===== src/rtl/pooled_deque_sorted_free_list_top_defines.svh =====
// ---------------------------------------------------------------------------
// Assertion macros for the pooled deque block.
// Shared helpers that keep the concurrent checks short and uniform.
// ---------------------------------------------------------------------------
`ifndef POOLED_DEQUE_SORTED_FREE_LIST_TOP_DEFINES_SVH
`define POOLED_DEQUE_SORTED_FREE_LIST_TOP_DEFINES_SVH

// Same-cycle implication under an active-low reset.
`define PDSFL_ASSERT_IMP(lbl, clk, rstn, ante, cons, msg) \
  lbl: assert property (@(posedge clk) disable iff (!rstn) (ante) |-> (cons)) \
    else $error(msg);

// Next-cycle implication under an active-low reset.
`define PDSFL_ASSERT_NXT(lbl, clk, rstn, ante, cons, msg) \
  lbl: assert property (@(posedge clk) disable iff (!rstn) (ante) |=> (cons)) \
    else $error(msg);

`endif


===== src/rtl/pdsfl_pkg.sv =====
// ---------------------------------------------------------------------------
// pdsfl_pkg
// Codes, field widths and sequencer states of the pooled deque block.
// ---------------------------------------------------------------------------
package pdsfl_pkg;

  localparam int unsigned KIND_W   = 2;
  localparam int unsigned PUSH_W   = 32;
  localparam int unsigned TAKEN_W  = 32;
  localparam int unsigned CELL_W   = 8;
  localparam int unsigned STATUS_W = 2;

  localparam logic [KIND_W-1:0] KIND_PUSH  = 2'd0;
  localparam logic [KIND_W-1:0] KIND_SHIFT = 2'd1;
  localparam logic [KIND_W-1:0] KIND_POP   = 2'd2;

  localparam logic [STATUS_W-1:0] STATUS_DONE  = 2'd0;
  localparam logic [STATUS_W-1:0] STATUS_EMPTY = 2'd1;
  localparam logic [STATUS_W-1:0] STATUS_FULL  = 2'd2;

  typedef enum logic [3:0] {
    ST_CLEAR,
    ST_IDLE,
    ST_PUSH,
    ST_PUSH_LINK,
    ST_TAKE,
    ST_TAKE_LINK,
    ST_GIVE_LO,
    ST_GIVE_HI,
    ST_WALK,
    ST_LINK_SELF,
    ST_LINK_NBR
  } state_e;

endpackage


===== src/rtl/pdsfl_ctrl.sv =====
// ---------------------------------------------------------------------------
// pdsfl_ctrl
// Sequencer of the pooled deque: link updates, free-list walk, shared compare.
// ---------------------------------------------------------------------------
`include "pooled_deque_sorted_free_list_top_defines.svh"

module pdsfl_ctrl #(
  parameter int unsigned POOL_CELLS = 256,
  parameter int unsigned VALUE_BITS = 32,
  localparam int unsigned IW = $clog2(POOL_CELLS)
) (
  input  logic                              clk_i,
  input  logic                              rst_ni,
  input  logic                              start,
  output logic                              busy,
  input  logic [pdsfl_pkg::KIND_W-1:0]      kind_i,
  input  logic [pdsfl_pkg::PUSH_W-1:0]      push_value_i,
  output logic                              done_o,
  output logic [pdsfl_pkg::TAKEN_W-1:0]     taken_value_o,
  output logic [pdsfl_pkg::CELL_W-1:0]      cell_index_o,
  output logic [pdsfl_pkg::STATUS_W-1:0]    status_o,
  output logic                              val_we_o,
  output logic [IW-1:0]                     val_waddr_o,
  output logic [VALUE_BITS-1:0]             val_wdata_o,
  output logic [IW-1:0]                     val_raddr_o,
  input  logic [VALUE_BITS-1:0]             val_rdata_i,
  output logic                              nxt_we_o,
  output logic [IW-1:0]                     nxt_waddr_o,
  output logic [IW-1:0]                     nxt_wdata_o,
  output logic [IW-1:0]                     nxt_raddr_o,
  input  logic [IW-1:0]                     nxt_rdata_i,
  output logic                              prv_we_o,
  output logic [IW-1:0]                     prv_waddr_o,
  output logic [IW-1:0]                     prv_wdata_o,
  output logic [IW-1:0]                     prv_raddr_o,
  input  logic [IW-1:0]                     prv_rdata_i
);

  import pdsfl_pkg::*;

  localparam logic [IW-1:0] LAST = IW'(POOL_CELLS - 1);
  localparam logic [IW-1:0] ONE  = IW'(1);

  state_e state_q, state_d;

  logic [IW-1:0]         clr_q, clr_d;
  logic [KIND_W-1:0]     kind_q, kind_d;
  logic [VALUE_BITS-1:0] val_q, val_d;
  logic [IW-1:0]         idx_q, idx_d;
  logic [IW-1:0]         p_q, p_d;
  logic [IW-1:0]         lo_q, lo_d;
  logic [IW-1:0]         hi_q, hi_d;
  logic [IW-1:0]         front_q, front_d;
  logic [IW-1:0]         rear_q, rear_d;
  logic [IW-1:0]         ffirst_q, ffirst_d;
  logic [IW-1:0]         flast_q, flast_d;
  logic                  done_q, done_d;
  logic [VALUE_BITS-1:0] taken_q, taken_d;
  logic [IW-1:0]         cell_q, cell_d;
  logic [STATUS_W-1:0]   status_q, status_d;

  logic [IW-1:0] cmp_a, cmp_b;
  logic          cmp_lt;

  // One shared magnitude comparator serves every ordering decision.
  always_comb begin
    unique case (state_q)
      ST_GIVE_HI: begin
        cmp_a = flast_q;
        cmp_b = idx_q;
      end
      ST_WALK: begin
        cmp_a = nxt_rdata_i;
        cmp_b = idx_q;
      end
      default: begin
        cmp_a = idx_q;
        cmp_b = ffirst_q;
      end
    endcase
  end

  assign cmp_lt = cmp_a < cmp_b;

  always_comb begin
    state_d = state_q;
    unique case (state_q)
      ST_CLEAR: begin
        if (clr_q == LAST) begin
          state_d = ST_IDLE;
        end
      end
      ST_IDLE: begin
        if (start) begin
          unique case (kind_i)
            KIND_PUSH: begin
              if (ffirst_q != '0) begin
                state_d = ST_PUSH;
              end
            end
            KIND_SHIFT, KIND_POP: begin
              if (front_q != '0) begin
                state_d = ST_TAKE;
              end
            end
            default: state_d = ST_IDLE;
          endcase
        end
      end
      ST_PUSH:      state_d = ST_PUSH_LINK;
      ST_PUSH_LINK: state_d = ST_IDLE;
      ST_TAKE:      state_d = ST_TAKE_LINK;
      ST_TAKE_LINK: state_d = ST_GIVE_LO;
      ST_GIVE_LO: begin
        if (ffirst_q == '0 || cmp_lt) begin
          state_d = ST_LINK_SELF;
        end else begin
          state_d = ST_GIVE_HI;
        end
      end
      ST_GIVE_HI: begin
        if (cmp_lt) begin
          state_d = ST_LINK_SELF;
        end else begin
          state_d = ST_WALK;
        end
      end
      ST_WALK: begin
        if (!(nxt_rdata_i != '0 && cmp_lt)) begin
          state_d = ST_LINK_SELF;
        end
      end
      ST_LINK_SELF: state_d = ST_LINK_NBR;
      ST_LINK_NBR:  state_d = ST_IDLE;
      default:      state_d = ST_IDLE;
    endcase
  end

  always_comb begin
    clr_d    = clr_q;
    kind_d   = kind_q;
    val_d    = val_q;
    idx_d    = idx_q;
    p_d      = p_q;
    lo_d     = lo_q;
    hi_d     = hi_q;
    front_d  = front_q;
    rear_d   = rear_q;
    ffirst_d = ffirst_q;
    flast_d  = flast_q;
    done_d   = 1'b0;
    taken_d  = taken_q;
    cell_d   = cell_q;
    status_d = status_q;

    val_we_o    = 1'b0;
    val_waddr_o = idx_q;
    val_wdata_o = val_q;
    val_raddr_o = idx_q;
    nxt_we_o    = 1'b0;
    nxt_waddr_o = idx_q;
    nxt_wdata_o = '0;
    nxt_raddr_o = idx_q;
    prv_we_o    = 1'b0;
    prv_waddr_o = idx_q;
    prv_wdata_o = '0;
    prv_raddr_o = idx_q;

    unique case (state_q)
      ST_CLEAR: begin
        nxt_we_o    = 1'b1;
        nxt_waddr_o = clr_q;
        nxt_wdata_o = (clr_q == LAST || clr_q == '0) ? '0 : IW'(clr_q + ONE);
        prv_we_o    = 1'b1;
        prv_waddr_o = clr_q;
        prv_wdata_o = (clr_q == '0) ? '0 : IW'(clr_q - ONE);
        clr_d       = IW'(clr_q + ONE);
      end
      ST_IDLE: begin
        if (start) begin
          kind_d = kind_i;
          val_d  = VALUE_BITS'(push_value_i);
          unique case (kind_i)
            KIND_PUSH: begin
              if (ffirst_q == '0) begin
                done_d   = 1'b1;
                taken_d  = '0;
                cell_d   = '0;
                status_d = STATUS_FULL;
              end else begin
                idx_d = ffirst_q;
              end
            end
            KIND_SHIFT, KIND_POP: begin
              if (front_q == '0) begin
                done_d   = 1'b1;
                taken_d  = '0;
                cell_d   = '0;
                status_d = STATUS_EMPTY;
              end else begin
                idx_d = (kind_i == KIND_SHIFT) ? front_q : rear_q;
              end
            end
            default: idx_d = idx_q;
          endcase
        end
      end
      ST_PUSH: begin
        val_we_o    = 1'b1;
        prv_we_o    = 1'b1;
        prv_wdata_o = rear_q;
        nxt_we_o    = (rear_q != '0);
        nxt_waddr_o = rear_q;
        nxt_wdata_o = idx_q;
      end
      ST_PUSH_LINK: begin
        ffirst_d = nxt_rdata_i;
        if (nxt_rdata_i == '0) begin
          flast_d = '0;
        end else begin
          prv_we_o    = 1'b1;
          prv_waddr_o = nxt_rdata_i;
        end
        nxt_we_o = 1'b1;
        if (front_q == '0) begin
          front_d = idx_q;
        end
        rear_d   = idx_q;
        done_d   = 1'b1;
        taken_d  = '0;
        cell_d   = idx_q;
        status_d = STATUS_DONE;
      end
      ST_TAKE: begin
        taken_d = taken_q;
      end
      ST_TAKE_LINK: begin
        taken_d = val_rdata_i;
        if (kind_q == KIND_SHIFT) begin
          front_d = nxt_rdata_i;
          if (nxt_rdata_i != '0) begin
            prv_we_o    = 1'b1;
            prv_waddr_o = nxt_rdata_i;
          end else begin
            rear_d = '0;
          end
        end else begin
          rear_d = prv_rdata_i;
          if (prv_rdata_i != '0) begin
            nxt_we_o    = 1'b1;
            nxt_waddr_o = prv_rdata_i;
          end else begin
            front_d = '0;
          end
        end
      end
      ST_GIVE_LO: begin
        if (ffirst_q == '0) begin
          lo_d = '0;
          hi_d = '0;
        end else if (cmp_lt) begin
          lo_d = '0;
          hi_d = ffirst_q;
        end
      end
      ST_GIVE_HI: begin
        if (cmp_lt) begin
          lo_d = flast_q;
          hi_d = '0;
        end else begin
          p_d         = ffirst_q;
          nxt_raddr_o = ffirst_q;
        end
      end
      ST_WALK: begin
        if (nxt_rdata_i != '0 && cmp_lt) begin
          p_d         = nxt_rdata_i;
          nxt_raddr_o = nxt_rdata_i;
        end else if (nxt_rdata_i == '0) begin
          lo_d = flast_q;
          hi_d = '0;
        end else begin
          lo_d = p_q;
          hi_d = nxt_rdata_i;
        end
      end
      ST_LINK_SELF: begin
        nxt_we_o    = 1'b1;
        nxt_wdata_o = hi_q;
        prv_we_o    = 1'b1;
        prv_wdata_o = lo_q;
      end
      ST_LINK_NBR: begin
        if (lo_q != '0) begin
          nxt_we_o    = 1'b1;
          nxt_waddr_o = lo_q;
          nxt_wdata_o = idx_q;
        end else begin
          ffirst_d = idx_q;
        end
        if (hi_q != '0) begin
          prv_we_o    = 1'b1;
          prv_waddr_o = hi_q;
          prv_wdata_o = idx_q;
        end else begin
          flast_d = idx_q;
        end
        done_d   = 1'b1;
        cell_d   = idx_q;
        status_d = STATUS_DONE;
      end
      default: done_d = 1'b0;
    endcase
  end

  always_ff @(posedge clk_i or negedge rst_ni) begin
    if (!rst_ni) begin
      state_q  <= ST_CLEAR;
      clr_q    <= '0;
      front_q  <= '0;
      rear_q   <= '0;
      ffirst_q <= ONE;
      flast_q  <= LAST;
      done_q   <= 1'b0;
    end else begin
      state_q  <= state_d;
      clr_q    <= clr_d;
      front_q  <= front_d;
      rear_q   <= rear_d;
      ffirst_q <= ffirst_d;
      flast_q  <= flast_d;
      done_q   <= done_d;
    end
  end

  always_ff @(posedge clk_i) begin
    kind_q   <= kind_d;
    val_q    <= val_d;
    idx_q    <= idx_d;
    p_q      <= p_d;
    lo_q     <= lo_d;
    hi_q     <= hi_d;
    taken_q  <= taken_d;
    cell_q   <= cell_d;
    status_q <= status_d;
  end

  assign busy          = (state_q != ST_IDLE);
  assign done_o        = done_q;
  assign taken_value_o = TAKEN_W'(taken_q);
  assign cell_index_o  = CELL_W'(cell_q);
  assign status_o      = status_q;

  `PDSFL_ASSERT_IMP(a_clear_quiet, clk_i, rst_ni, state_q == ST_CLEAR, !done_q, "Result during clear.")
  `PDSFL_ASSERT_IMP(a_queue_ends, clk_i, rst_ni, (front_q == '0) != (rear_q == '0), 1'b0, "Queue ends disagree.")
  `PDSFL_ASSERT_IMP(a_free_ends, clk_i, rst_ni, (ffirst_q == '0) != (flast_q == '0), 1'b0, "Free list ends disagree.")
  `PDSFL_ASSERT_NXT(a_push_busy, clk_i, rst_ni, start && !busy && kind_i == KIND_PUSH && ffirst_q != '0, busy && !done_q, "Push did not start.")

endmodule

===== config.mk =====
export PLATFORM = sky130hd
export DESIGN_NAME = pdsfl_ctrl
export DESIGN_NICKNAME = d
export VERILOG_FILES = /design/src/rtl/pdsfl_pkg.sv /design/src/rtl/pdsfl_ctrl.sv
export VERILOG_INCLUDE_DIRS = /design/src /design/src/rtl
export SDC_FILE = /design/constraint.sdc
export NUM_CORES = 1
export LEC_CHECK = 0
export ABC_AREA = 1
export BUFFER_PORTS_ARGS = -buffer_cell sky130_fd_sc_hd__buf_2
export CORE_AREA = 2 2 129 131
export DETAILED_ROUTE_END_ITERATION = 10
export DIE_AREA = 0 0 131 133
export PLACE_DENSITY = 0.77
export SYNTH_ARGS = -nofsm -noshare
export SYNTH_HDL_FRONTEND = slang
export SYNTH_SLANG_ARGS = --single-unit

===== constraint.sdc =====
create_clock -name clk_i -period 5.4 [get_ports clk_i]
set_clock_uncertainty 0.15 [all_clocks]
set_input_delay 1.62 -clock clk_i [delete_from_list [all_inputs] [get_ports clk_i]]
set_output_delay 1.62 -clock clk_i [all_outputs]
set_load 0.01 [all_outputs]

==> flow_summary_export.csv <==
group,metric,value,unit
power,leakagePower,4.65,nW
floorplanning,num_io_pins,228,
setup_path,arrival,3530,ps
setup_path,crit_chain,"buf_2, nand2_1, o221ai_1, ha_1, nand2_1, or2_2, nand2_1, inv_1, nand2_2, nand2_4, inv_4, nand2_1, nand3_1, buf_2",
routing,vias,8001,
floorplanning,die_y,133,microns
timing,fmax,0.189,GHz
finish,post-route-util,62.9,%
finish,layout.nets,1246,
clock_network,clkSinkCount,153,
run_status,status,"completed",
floorplanning,rows,47,
setup_path,crit_type,"primary input to output port",
clock_network,clk_latency,440,ps
timing,finalSetupViolations,0,
power,total_power,0.00632,W
placement,portBuffers,227,
setup_path,cp_max_fo,10,
finish,stdcell_count,1382,
synth,synth_top_area_share,39.6,%
placement,gp_congestion,1.01,
setup_path,critPathTopFamily,"simple AND/OR/NAND/NOR gates",
synth,synth_largest_area_cell,"edfxtp_1",
synth,synth_edf_count,108,
global_route,grt.total_usage,33.2,%
power,peakVddDrop,0.287,mV
timing,maxSlewViolCount,0,
clock_network,cts-resized-gates,0,
power,p_per_area,621,nW/um^2
routing,vias_per_cell,5.79,
routing,drc,0,
setup_path,end_kind,"output port",
setup_path,path_buf_inv,4,
synth,ys_seq_area_share,53.5,%
setup_path,crit_required,3630,ps
finish,nFillCells,1378,
routing,drt-total-wl,29.2,mm
clock_network,clk_pin_slew,60,ps
setup_path,cp_slowest_stage_delay,330,ps
placement,placed_cells,1344,
synth,yosysWarnings,0,
timing,post-route-min-period,5300,ps
global_route,grt_pass1_wl,42.7,mm
timing,period_share,98.1,%
synth,async_flop_share,29.4,%
clock_network,cts_max_level,4,
routing,drt_iter0_markers,1081,
synth,ys_ff_latch,153,
synth,netlist_instances,922,
floorplanning,coreArea,16200,sq um
synth,ys_top_cells_by_count,"inv_1 (134), nor2_1 (130), nand2_1 (118)",
clock_network,root_buffer,"clkbuf_16",
timing,relSlewSlack,32.0,%
timing,tns,0,ps
setup_path,cp_common_cell,"nand2_1",
finish,area_delta_synth_final,24.4,%
synth,yosys.cell_types.count,44,
clock_network,cts_buffer_depth,2,
timing,worst_slew_pin_slew,1020,ps
synth,syn-num-nets,1021,
global_route,antenna_found_initial,2,
timing,timing_hold_violations_final,0,
timing,rsz0062_at_grt,"no",
global_route,grt_max_degree,46,
synth,synth_area,8180,sq um
clock_network,hold_buffers,0,
synth,yosys_most_used_dff,"edfxtp_1",
synth,yosysMostFrequentCell,"inv_1",
flow_run,drv_cap,0,
clock_network,cts_tree,"built",
routing,dr.pass1.iters,7,
finish,drive_gt1_share,27.8,%
worst_hold_path,hold_class,"flip-flop to flip-flop",
placement,dp_hpwl,22.1,mm
global_route,grt-ovfl-total,0,
floorplanning,initial_core_util,50.6,%
floorplanning,die-area,17400,sq um
floorplanning,die_x,131,microns
finish,ff_latch_area,4380,sq um
clock_network,numCtsBuffers,17,
routing,ant_nets,0,
routing,wl_per_cell,21.1,microns
global_route,grt_pass1_vias,7479,
synth,syn-mean-instance-area,8.87,sq um
finish,multiInputGateArea,3040,sq um
setup_path,critPathSlowestCell,"ha_1",
synth,ys_top_cells_by_area,"edfxtp_1 (40%), dfrtp_1 (11%), o21ai_0 (6.8%), inv_1 (6.1%), nor2_1 (6.0%)",
setup_path,start_kind,"primary input",
==> stage by stage <==
| stage | instance area (sq um) | setup slack, ps | hold slack, ps |
|---|---|---|---|
| 6_report | 10200 | 104 | 325 |
| 5_1_grt | 10200 | 4.74 | 340 |
| 4_1_cts | 10100 | 123 | 327 |
| 3_5_place_dp | 9510 | 146 | 316 |
| 3_3_place_gp | 9510 | 195 | 307 |
| 2_1_floorplan | 8180 | 568 | 299 |
==> worst reg2reg max path: cells and delay by family (launching register included) <==
family                     cells  cell delay, ps
and+or+nand+nor                9            1730
buffers and inverters          4             790
DFF                            1             420
adders and majority gates      1             330
AOI/OAI and AO/OA              1             170
==> power breakdown <==
part | switching (W) | internal [W] | leakage, nW | total, W
registers | 0.000212 | 0.00185 | 1.55 | 0.00206
clock network | 0.000546 | 0.000749 | 0.312 | 0.00129
logic | 0.00201 | 0.000956 | 2.79 | 0.00296
==> metal layers <==
| metal | global-route usage, % | wire (microns) |
|---|---|---|
| met5 | 0 | 0 |
| met2 | 50.5 | 13100 |
| met4 | 21.5 | 1840 |
| met3 | 7.72 | 3780 |
| met1 | 42.3 | 10500 |
==> worst paths after layout <==
check                      depth (start not counted)  slack [ps]              to           start
setup / recovery                                  14         100  nxt_raddr_o[7]  nxt_rdata_i[7]
hold / removal                                     2         330      flast_q[5]      flast_q[5]
setup reg to reg                                  15        1490         lo_q[1]      state_q[1]
hold reg to reg                                    2         330      flast_q[5]      flast_q[5]
max in group asynchronous                          2        3490       rear_q[7]          rst_ni
min in group asynchronous                          2        1160     ffirst_q[3]          rst_ni
==> layout make-up <==
cell class	count	area share, %
diodes	2	0.0492
clock buffers	17	4.18
clock inverters	15	2.03
inverters	147	5.45
multi-input cells	580	29.8
flip-flops and latches	153	43.0
well taps	220	2.71
repair buffers	248	12.7
==> cells by family (layout without fill, tap and decap cells) <==
kind of cell,after synthesis,count (layout),share of synthesized area [%]
xor+xnor,6,6,0.642
other cells,0,2,0
mux,5,5,0.688
flops,153,153,53.5
compound gates,214,214,15.4
simple gates,341,341,18.0
fa+ha+maj,14,14,2.14
buf+inv,189,427,9.65
==> cell usage in the layout, fill, tap and decap left out, drive strengths merged <==
cell type,instances
buf,248
inv,150
nor2,135
nand2,126
o21ai,111
edfxtp,108
nand3,52
a21oi,39
dfrtp,36
clkbuf,17
nand4,16
o221ai,14
ha,14
o22ai,13
o2111ai,9
dfstp,9
clkinv,9
a31oi,7
xor2,6
o211ai,6
nor3,6
mux2,5
nor4,5
a22oi,3
a221oi,3
a2111oi,3
bufinv,3
diode,2
o21bai,2
o311ai,1
a211o,1
or2,1
o21a,1
a211oi,1
==> sequential cells by signal, summed over array words and instances, names as in the netlist <==
name / cells
ffirst_q: 8
hi_q: 8
prv_raddr_o: 8
lo_q: 8
done_o: 1
cell_index_o: 8
clr_q: 8
front_q: 8
p_q: 8
kind_q: 2
flast_q: 8
taken_value_o: 32
status_o: 2
state_q: 4
val_wdata_o: 32
rear_q: 8
==> repair_timing <==
item / in CTS / in global routing
setup endpoints to repair: 0 / 8
endpoints found under the hold margin: 0 / 0
buffers inserted: 0 / 4
Note: power is estimated with default switching activity, not from simulation.
